==> src/hw/rtl/rpm_pkg.sv <==
// ----------------------------------------------------------------------------
// Response pattern matcher package
// Shared constants, codes and the match state record of the matcher.
// ----------------------------------------------------------------------------
`timescale 1ns / 1ps
`default_nettype none

package rpm_pkg;

  // pattern capacity and field widths
  localparam int MaxPatternDefault = 32;
  localparam int OP_W      = 2;
  localparam int BYTE_W    = 8;
  localparam int STATUS_W  = 2;
  localparam int POS_W     = 6;
  localparam int IDLE_W    = 17;
  localparam int TIMEOUT_W = 16;
  localparam int CFG_W     = 64;
  localparam int CFG_IDX_W = 3;
  localparam int PAT_W     = 4 * CFG_W;
  localparam int PAT_IDX_W = 5;

  localparam logic [TIMEOUT_W-1:0] TIMEOUT_RESET = TIMEOUT_W'(1000);

  // input transaction kinds
  typedef enum logic [OP_W-1:0] {
    OP_START = 2'd0,
    OP_BYTE  = 2'd1,
    OP_TICK  = 2'd2
  } op_e;

  // search status reported with every result
  typedef enum logic [STATUS_W-1:0] {
    ST_SEARCHING = 2'd0,
    ST_FOUND     = 2'd1,
    ST_TIMEOUT   = 2'd2
  } status_e;

  // configuration register indexes
  typedef enum logic [CFG_IDX_W-1:0] {
    CFG_PAT_0_7   = 3'd0,
    CFG_PAT_8_15  = 3'd1,
    CFG_PAT_16_23 = 3'd2,
    CFG_PAT_24_31 = 3'd3,
    CFG_LENGTH    = 3'd4,
    CFG_TIMEOUT   = 3'd5
  } cfg_idx_e;

  // search state carried from one transaction to the next
  typedef struct packed {
    status_e            status;
    logic [POS_W-1:0]   pos;
    logic [IDLE_W-1:0]  idle;
  } match_state_t;

endpackage

`default_nettype wire

==> src/hw/rtl/rpm_step.sv <==
// ----------------------------------------------------------------------------
// Response pattern matcher step
// Next search state for one transaction: start, received byte or tick.
// ----------------------------------------------------------------------------
`timescale 1ns / 1ps
`default_nettype none

module rpm_step #(
  parameter int MAX_PATTERN = rpm_pkg::MaxPatternDefault
) (
  input  wire rpm_pkg::match_state_t                state_i,
  input  wire logic [rpm_pkg::OP_W-1:0]             op_i,
  input  wire logic [rpm_pkg::BYTE_W-1:0]           byte_i,
  input  wire logic [rpm_pkg::PAT_W-1:0]            pattern_i,
  input  wire logic [rpm_pkg::POS_W-1:0]            length_i,
  input  wire logic [rpm_pkg::TIMEOUT_W-1:0]        timeout_i,
  output rpm_pkg::match_state_t                     state_o
);

  localparam logic [rpm_pkg::POS_W-1:0] MaxLen = rpm_pkg::POS_W'(MAX_PATTERN);

  logic [rpm_pkg::POS_W-1:0]  len;
  logic [rpm_pkg::BYTE_W-1:0] pat_cur;
  logic [rpm_pkg::BYTE_W-1:0] pat_first;
  logic [rpm_pkg::POS_W-1:0]  pos_n;
  logic [rpm_pkg::IDLE_W-1:0] idle_n;
  logic [rpm_pkg::IDLE_W-1:0] timeout_ext;

  // effective length saturates at the pattern capacity
  assign len = (length_i > MaxLen) ? MaxLen : length_i;

  // pattern byte at the current position and the first pattern byte
  assign pat_cur   = pattern_i[{state_i.pos[rpm_pkg::PAT_IDX_W-1:0], 3'b000} +: rpm_pkg::BYTE_W];
  assign pat_first = pattern_i[rpm_pkg::BYTE_W-1:0];

  assign timeout_ext = {{(rpm_pkg::IDLE_W - rpm_pkg::TIMEOUT_W){1'b0}}, timeout_i};

  // byte compare with naive restart
  always_comb begin
    pos_n = state_i.pos;
    if (state_i.pos < len) begin
      if (byte_i == pat_cur) begin
        pos_n = state_i.pos + rpm_pkg::POS_W'(1);
      end else if (byte_i == pat_first) begin
        pos_n = rpm_pkg::POS_W'(1);
      end else begin
        pos_n = '0;
      end
    end
  end

  // saturating idle tick count
  assign idle_n = (state_i.idle != '1) ? state_i.idle + rpm_pkg::IDLE_W'(1) : state_i.idle;

  // state update per transaction kind
  always_comb begin
    state_o = state_i;
    case (op_i)
      rpm_pkg::OP_START: begin
        state_o.pos    = '0;
        state_o.idle   = '0;
        state_o.status = (len == '0) ? rpm_pkg::ST_FOUND : rpm_pkg::ST_SEARCHING;
      end
      rpm_pkg::OP_BYTE: begin
        if (state_i.status == rpm_pkg::ST_SEARCHING) begin
          state_o.idle = '0;
          state_o.pos  = pos_n;
          if (pos_n >= len) begin
            state_o.status = rpm_pkg::ST_FOUND;
          end
        end
      end
      rpm_pkg::OP_TICK: begin
        if (state_i.status == rpm_pkg::ST_SEARCHING) begin
          state_o.idle = idle_n;
          if ((timeout_i != '0) && (idle_n > timeout_ext)) begin
            state_o.status = rpm_pkg::ST_TIMEOUT;
          end
        end
      end
      default: begin
        state_o = state_i;
      end
    endcase
  end

endmodule

`default_nettype wire

==> src/hw/rtl/response_pattern_matcher.sv <==
// An accepted input transaction passes the input register, then the result register,
// which presents its result.
// Throughput: one transaction per cycle unless the result stalls; the state register
// feeds the combinational step unit, so each transaction sees the state left by the one before.
// Reset: asynchronous, active low; search state cleared to searching at position 0,
// pattern and length cleared, timeout set to 1000 ticks; pipeline emptied.
// ----------------------------------------------------------------------------
// Response pattern matcher
// Streams bytes against a configured pattern with an idle tick timeout.
// ----------------------------------------------------------------------------
`timescale 1ns / 1ps
`default_nettype none

module response_pattern_matcher #(
  parameter int MAX_PATTERN = rpm_pkg::MaxPatternDefault
) (
  input  wire logic                            clk_i,
  input  wire logic                            rst_ni,
  // configuration write port
  input  wire logic                            cfg_we_i,
  input  wire logic [rpm_pkg::CFG_IDX_W-1:0]   cfg_idx_i,
  input  wire logic [rpm_pkg::CFG_W-1:0]       cfg_data_i,
  // input stream
  input  wire logic                            s_axis_tvalid,
  output logic                                 s_axis_tready,
  input  wire logic [7:0]                      s_axis_tdata,  // [7:0] data_byte
  input  wire logic [1:0]                      s_axis_tuser,  // [1:0] op
  // result stream
  output logic                                 m_axis_tvalid,
  input  wire logic                            m_axis_tready,
  output logic [7:0]                           m_axis_tdata   // [1:0] status, [7:2] matched_count
);

  logic [rpm_pkg::PAT_W-1:0]     pattern_q;
  logic [rpm_pkg::POS_W-1:0]     length_q;
  logic [rpm_pkg::TIMEOUT_W-1:0] timeout_q;

  logic                          in_valid_q;
  logic [rpm_pkg::OP_W-1:0]      in_op_q;
  logic [rpm_pkg::BYTE_W-1:0]    in_byte_q;

  logic                          out_valid_q;
  rpm_pkg::status_e              out_status_q;
  logic [rpm_pkg::POS_W-1:0]     out_pos_q;

  rpm_pkg::match_state_t         state_q;
  rpm_pkg::match_state_t         state_d;

  logic                          adv;
  logic                          in_accept;

  // configuration registers
  always_ff @(posedge clk_i or negedge rst_ni) begin
    if (!rst_ni) begin
      pattern_q <= '0;
      length_q  <= '0;
      timeout_q <= rpm_pkg::TIMEOUT_RESET;
    end else if (cfg_we_i) begin
      case (cfg_idx_i)
        rpm_pkg::CFG_PAT_0_7:   pattern_q[0*rpm_pkg::CFG_W +: rpm_pkg::CFG_W] <= cfg_data_i;
        rpm_pkg::CFG_PAT_8_15:  pattern_q[1*rpm_pkg::CFG_W +: rpm_pkg::CFG_W] <= cfg_data_i;
        rpm_pkg::CFG_PAT_16_23: pattern_q[2*rpm_pkg::CFG_W +: rpm_pkg::CFG_W] <= cfg_data_i;
        rpm_pkg::CFG_PAT_24_31: pattern_q[3*rpm_pkg::CFG_W +: rpm_pkg::CFG_W] <= cfg_data_i;
        rpm_pkg::CFG_LENGTH:    length_q  <= cfg_data_i[rpm_pkg::POS_W-1:0];
        rpm_pkg::CFG_TIMEOUT:   timeout_q <= cfg_data_i[rpm_pkg::TIMEOUT_W-1:0];
        default: begin
        end
      endcase
    end
  end

  // handshake: the step stage advances when the result register is free or drains
  assign adv           = in_valid_q && (!out_valid_q || m_axis_tready);
  assign s_axis_tready = !in_valid_q || adv;
  assign in_accept     = s_axis_tvalid && s_axis_tready;

  // input register
  always_ff @(posedge clk_i or negedge rst_ni) begin
    if (!rst_ni) begin
      in_valid_q <= 1'b0;
    end else if (s_axis_tready) begin
      in_valid_q <= s_axis_tvalid;
    end
  end

  always_ff @(posedge clk_i) begin
    if (in_accept) begin
      in_op_q   <= s_axis_tuser[rpm_pkg::OP_W-1:0];
      in_byte_q <= s_axis_tdata[rpm_pkg::BYTE_W-1:0];
    end
  end

  // next search state
  rpm_step #(
    .MAX_PATTERN (MAX_PATTERN)
  ) u_step (
    .state_i   (state_q),
    .op_i      (in_op_q),
    .byte_i    (in_byte_q),
    .pattern_i (pattern_q),
    .length_i  (length_q),
    .timeout_i (timeout_q),
    .state_o   (state_d)
  );

  // search state register
  always_ff @(posedge clk_i or negedge rst_ni) begin
    if (!rst_ni) begin
      state_q.status <= rpm_pkg::ST_SEARCHING;
      state_q.pos    <= '0;
      state_q.idle   <= '0;
    end else if (adv) begin
      state_q <= state_d;
    end
  end

  // result register
  always_ff @(posedge clk_i or negedge rst_ni) begin
    if (!rst_ni) begin
      out_valid_q <= 1'b0;
    end else if (adv) begin
      out_valid_q <= 1'b1;
    end else if (m_axis_tready) begin
      out_valid_q <= 1'b0;
    end
  end

  always_ff @(posedge clk_i) begin
    if (adv) begin
      out_status_q <= state_d.status;
      out_pos_q    <= state_d.pos;
    end
  end

  assign m_axis_tvalid = out_valid_q;
  assign m_axis_tdata  = {out_pos_q, out_status_q};

  // match position never passes the pattern capacity
  a_pos_bound : assert property (@(posedge clk_i) disable iff (!rst_ni)
    state_q.pos <= rpm_pkg::POS_W'(MAX_PATTERN))
    else $error("match position beyond pattern capacity");

  // a byte while searching clears the idle count
  a_byte_clears_idle : assert property (@(posedge clk_i) disable iff (!rst_ni)
    (adv && (in_op_q == rpm_pkg::OP_BYTE) && (state_q.status == rpm_pkg::ST_SEARCHING))
    |=> (state_q.idle == '0))
    else $error("idle count not cleared by received byte");

  // state moves only when a transaction passes the step stage
  a_state_hold : assert property (@(posedge clk_i) disable iff (!rst_ni)
    !adv |=> $stable(state_q))
    else $error("search state changed without a transaction");

  // the result reports the state left by its transaction
  a_result_matches_state : assert property (@(posedge clk_i) disable iff (!rst_ni)
    adv |=> (out_valid_q && (out_pos_q == state_q.pos) && (out_status_q == state_q.status)))
    else $error("result does not match search state");

endmodule

`default_nettype wire
==> config.mk <==
export PLATFORM = sky130hd
export DESIGN_NAME = response_pattern_matcher
export DESIGN_NICKNAME = d
export VERILOG_FILES = /design/src/hw/rtl/rpm_pkg.sv /design/src/hw/rtl/rpm_step.sv /design/src/hw/rtl/response_pattern_matcher.sv
export SDC_FILE = /design/constraint.sdc
export NUM_CORES = 1
export LEC_CHECK = 0
export BUFFER_PORTS_ARGS = -buffer_cell sky130_fd_sc_hd__buf_2
export CAP_MARGIN = 20
export CELL_PAD_IN_SITES_DETAIL_PLACEMENT = 2
export CELL_PAD_IN_SITES_GLOBAL_PLACEMENT = 2
export CORE_MARGIN = 1.5
export CORE_UTILIZATION = 44
export CTS_CLUSTER_DIAMETER = 60
export CTS_CLUSTER_SIZE = 16
export DETAILED_ROUTE_END_ITERATION = 7
export PLACE_DENSITY = 0.86
export SETUP_SLACK_MARGIN = 0.1
export SLEW_MARGIN = 30
export SYNTH_ARGS = -nofsm -noshare
export SYNTH_HDL_FRONTEND = slang
export SYNTH_SLANG_ARGS = --single-unit
==> constraint.sdc <==
create_clock -name clk_i -period 4.63 [get_ports clk_i]
set_input_delay 0.463 -clock clk_i [delete_from_list [all_inputs] [get_ports clk_i]]
set_output_delay 0.463 -clock clk_i [all_outputs]
set_load 0.01 [all_outputs]
; Word level (Yosys, flattened, before mapping)
; Index checks and enable logic that the tools add are counted.
[word_totals]
out_inout_bits = 10
wordCells = 71
regBits = 323
in_bits = 82
[classes]
eq_ne = 12
reduce_logical = 21
n_lt_le_gt_ge = 4
shifts = 1
n_addsub = 2
mux = 16
[op_table]
columns = operator, n
row1 = $shiftx A256 B9 Y8, 1
row2 = $pmux W17 S3, 1
row3 = $mux W17, 2
row4 = $mux W25, 1
row5 = $mux W6, 3
row6 = $add A17 B1 Y17 const B, 1
row7 = $gt A17 B16 Y1, 1
row8 = $ne A17 B17 Y1 const B, 1
row9 = $eq A8 B8 Y1, 2
row10 = $reduce_bool A16 Y1, 1
row11 = $pmux W6 S2, 1
row12 = $reduce_and A2 Y1, 6
row13 = $add A6 B1 Y6 const B, 1
row14 = $eq A3 B2 Y1 const B, 2
row15 = $eq A3 B3 Y1 const B, 2
row16 = $ge A6 B6 Y1, 1
row17 = $gt A6 B6 Y1 const B, 1
row18 = $logic_not A6 Y1, 1
row19 = $lt A6 B6 Y1, 1
row20 = $mux W2, 3
row21 = $pmux W2 S3, 1
row22 = $logic_not A2 Y1, 2
row23 = $mux W1, 4
row24 = $ne A2 B1 Y1 const B, 2
row25 = other kinds (10), 14

; Longest topological paths before layout
[logic_depth]
depth_word = 8
mapped_depth = 23

; Modules after synthesis
; A second synthesis with hierarchy kept.
[hier_totals]
hier_cells = 1162
area_unflattened_um2 = 16072.9
[by_module_without_submodules]
columns = mod, instances, seq_area_each_um2, area_per_inst_um2, cells_per_inst
row1 = response_pattern_matcher, 1, 8180.3, 11976.5, 671
row2 = rpm_step, 1, 0.0, 4096.4, 491

; Worst setup path before layout
; OpenSTA, ideal clock, no wires.
[synth_timing]
path_type = register to register
startpoint = reg state_q[17] in the netlist's numbering
endpoint = reg out_status_q[0] (data pin)
t_arrival_ns = 3.844
path_stages_with_launch = 22
setup_slack_ns = 0.532
period_less_slack_ns = 4.098
required_time_ns = 4.376
path_cell_list = dfrtp_1 buf_4 buf_2 mux4_2 a22oi_1 a22o_1 xnor2_1 nor3_1 and2_4 o41ai_1 nor2_1 ha_1 nand2b_1 a21o_1 a21oi_1 nor2b_1 o21ai_0 nand2b_1 a21oi_1 o31ai_1 nand2b_1 nand2_1
[synth_lines]
columns = item, line_no
row1 = start: declaration, response_pattern_matcher.sv:46  ; rpm_pkg::match_state_t state_q;
row2 = start signal: assignment, response_pattern_matcher.sv:113  ; state_q <= state_d;
row3 = end signal: assignment, response_pattern_matcher.sv:130  ; out_status_q <= state_d.status;
row4 = end: declaration, response_pattern_matcher.sv:43  ; rpm_pkg::status_e out_status_q;

==> flow_summary.yaml <==
cells_and_area:
  layout-drive-gt1-share_pct: 45.57
  post-route-cell-area_sq_um: 18090
  n_fill_cell: 3161
  utilization_pct: 52.25
  area.growth.synth_to_final_pct: 16.35
  final_cells: 1710
  num-nets-final: 1347
placed_design:
  io_buffers: 91
  dp_cells: 1636
  place_congestion: 0.8385
  dp_slack_ns: -0.03715
  dpl-instance-area_sq_um: 16700
  hpwl_um: 35200
synthesis:
  postSynthCellCount: 1116
  syn-num-nets: 1231
  yosysSeqAreaShare_pct: 52.60
  ys_types: 61
  synth_largest_area_cell: "dfrtp_1"
  yosysMostFrequentCell: "dfrtp_1"
  ys_ff_latch: 323
  synthTopCellsByCount: "dfrtp_1, mux2_2, mux4_2"
  synthTopCellsByArea: "dfrtp_1, mux2_2, mux4_2, edfxtp_1, ha_1"
  synthFlopType: "dfrtp_1"
  synth_edf_count: 18
  async_flop_share_pct: 94.43
  syn_area_per_cell_sq_um: 13.93
  synth.top_cell.area_share_pct: 48.11
  syn-cell-area_sq_um: 15550
  ys_warn_count: 0
setup_path:
  path_class: "flop to flop"
  path_buf_inv: 1
  critPathArrivalTime_ns: 5.11
  cp-start-kind: "flop"
  critPathCaptureType: "flop"
  r2r_end: "out_status_q[0]"
  crit_family: "simple AND/OR/NAND/NOR gates"
  crit_slowest_cell: "mux4_2"
  path_depth: 21
  max_stage_delay_ns: 0.53
  worstReg2RegStart: "state_q[17]"
  r2r_cells: 21
  cp_max_fo: 7
  r2r_slack_ns: -0.14
  worstPathRequired_ns: 4.97
  crit_chain: "buf_12, mux4_2, mux4_2, mux2i_2, xor2_1, nand3_2, nor4_4, nand4b_1, o41ai_4, nor2_2, ha_1, nand2b_4, a21o_1, a21oi_2, nor2b_2, o21ai_2, nand2b_1, a21oi_2, o31ai_1, nand2b_1, nand2_1"
pwr:
  p_leak_uw: 0.007803
  ir_drop_mv: 0.3362
  power_density_nw_per_um2: 522.4
floorplan:
  dieArea_sq_um: 36480
  ioPinCount: 92
  core_area_sq_um: 34630
  die_w_um: 191
  rows: 68
  die_h_um: 191
  start_util_pct: 44.91
global_route:
  grt_overflow: 0
  grt_pass1_vias: 12581
  grt_antenna_before_repair: 2
  grt_usage_pct: 34.60
  grt_max_degree: 116
  grt_pass1_wl_um: 90820
clocking:
  max-clock-path-buffers: 3
  clk_pin_slew_worst_paths_ns: 0.08
  cts_sinks: 323
  clock_latency_ns: 0.60
  htree_levels: 1
  numCtsBuffers: 30
  root_buffer: "clkbuf_16"
  cts_tree: "yes"
sta:
  min_period_over_period_pct: 103.1
  rsz0062_at_grt: "true"
  finClkSkew_ns: 0.02376
  worstMarginPinSlew_ns: 1.033
  finalSetupViolCount: 2
  setup_slack_ns: -0.1442
  maxSlewViolCount: 0
  relSlewSlack_pct: 30.78
  finalCriticalPeriod_ns: 4.774
  hold_slack_ns: 0.05961
  max_freq_ghz: 0.2095
  hold_viol: 0
route:
  drt_iter0_drc: 998
  drc_errors: 0
  via_count: 11214
  vias_per_cell: 6.558
  ant_nets: 0
  totalWireLength_um: 63070
  wl_per_cell_um: 36.88
  firstDrtPassIters: 5
min_path:
  hp-class: "primary input to flop"
  min_path_cells: 1
  min_to: "in_byte_q[6]"
  min-delay-start: "s_axis_tdata[6]"
run_status:
  outcome: "finished with violations"
  violations: "setup timing"
job:
  maxCapViolations: 0
[cells by family (layout without fill, tap and decap cells)]
| logic type | count (synthesis) | after routing | share of synthesized area [%] |
|---|---|---|---|
| adders and majority gates | 33 | 33 | 2.655 |
| and+or+nand+nor | 151 | 151 | 5.093 |
| DFF | 323 | 323 | 52.60 |
| buffers and inverters | 87 | 224 | 2.285 |
| muxes | 363 | 363 | 29.87 |
| other | 0 | 2 | 0 |
| xor gates and xnor gates | 32 | 32 | 1.802 |
| AOI/OAI and AO/OA | 127 | 127 | 5.696 |
[cell usage in the layout, fill, tap and decap left out, drive strengths merged, types with 7 or more instances in the layout]
cell,instances
dfrtp,299
mux2,278
buf,141
mux4,53
nand2,42
clkbuf,38
ha,33
mux2i,32
inv,32
nor2,24
o21ai,23
xnor2,20
a21oi,20
edfxtp,18
a21o,17
a22o,15
nand3,14
nand4,12
xor2,12
o221ai,12
a22oi,10
nor4,8
nand2b,7
nor3,7
clkinv,7
[flip-flops by register name (all words and copies together), names as in the netlist]
name	cells
out_pos_q	6
length_q	6
out_status_q	2
in_valid_q	1
in_byte_q	8
pattern_q	256
timeout_q	16
state_q	25
m_axis_tvalid	1
in_op_q	2
[stage by stage]
stage	power (uW)	setup TNS (ns)
after floorplan	5297	0
after global routing	9673	-0.2964
after global placement	5991	0
final	9453	-0.2175
after CTS	9142	-0.006687
after detailed placement	6239	-0.03715
[what timing repair did]
item / 4_1_cts / 5_1_grt
gates cloned: 2 / 1
hold endpoints to repair: 0 / 31
setup endpoints to repair: 2 / 3
buffers inserted: 10 / 4
resized for setup: 17 / 17
pin swaps: 18 / 13
hold buffers: 0 / 1
[where the power goes]
group          total [uW]  internal, uW  switching (uW)
registers            3990          3420             565
logic                2820          1370            1450
clock network        2650          1350            1300
total                9450          6140            3310
[worst register-to-register path, cell delays in order, from the launching register on]
cell	delay, ns
dfrtp_4	0.50
buf_12	0.16
mux4_2	0.54
mux4_2	0.51
mux2i_2	0.19
xor2_1	0.21
nand3_2	0.14
nor4_4	0.31
nand4b_1	0.26
o41ai_4	0.13
nor2_2	0.08
ha_1	0.31
nand2b_4	0.15
a21o_1	0.17
a21oi_2	0.16
nor2b_2	0.07
o21ai_2	0.14
nand2b_1	0.10
a21oi_2	0.16
o31ai_1	0.08
nand2b_1	0.10
nand2_1	0.05
[layout make-up]
cell class | count | area [sq um] | share of cell area, %
antenna | 2 | 5.005 | 0.02766
clock buffer | 37 | 819.5 | 4.529
clock inverter | 16 | 163.9 | 0.9059
inverter | 27 | 101.3 | 0.5601
multi-input combinational | 706 | 7198 | 39.78
sequential | 323 | 8185 | 45.24
tap | 455 | 569.3 | 3.146
timing repair buffer | 144 | 1051 | 5.809
[how the worst max path moves through the flow]
stage / start / end / slack [ns]
2_1_floorplan: state_q[17] / out_status_q[0] / 0.53
3_3_place_gp: state_q[17] / out_status_q[0] / 0.18
3_5_place_dp: state_q[17] / out_status_q[0] / -0.04
4_1_cts: state_q[17] / out_status_q[0] / -0.007
5_1_grt: state_q[17] / out_status_q[0] / -0.18
6_report: state_q[17] / out_status_q[0] / -0.14
[routing by layer]
layer	up-vias	track usage (%)	part of all wire, %
met5	-	0	0
met3	239	5.379	5.2
met4	0	19.41	6.7
li1	4389	-	-
met1	6036	40.89	37
met2	550	60.08	51
Power figures use the tool's default switching activity.
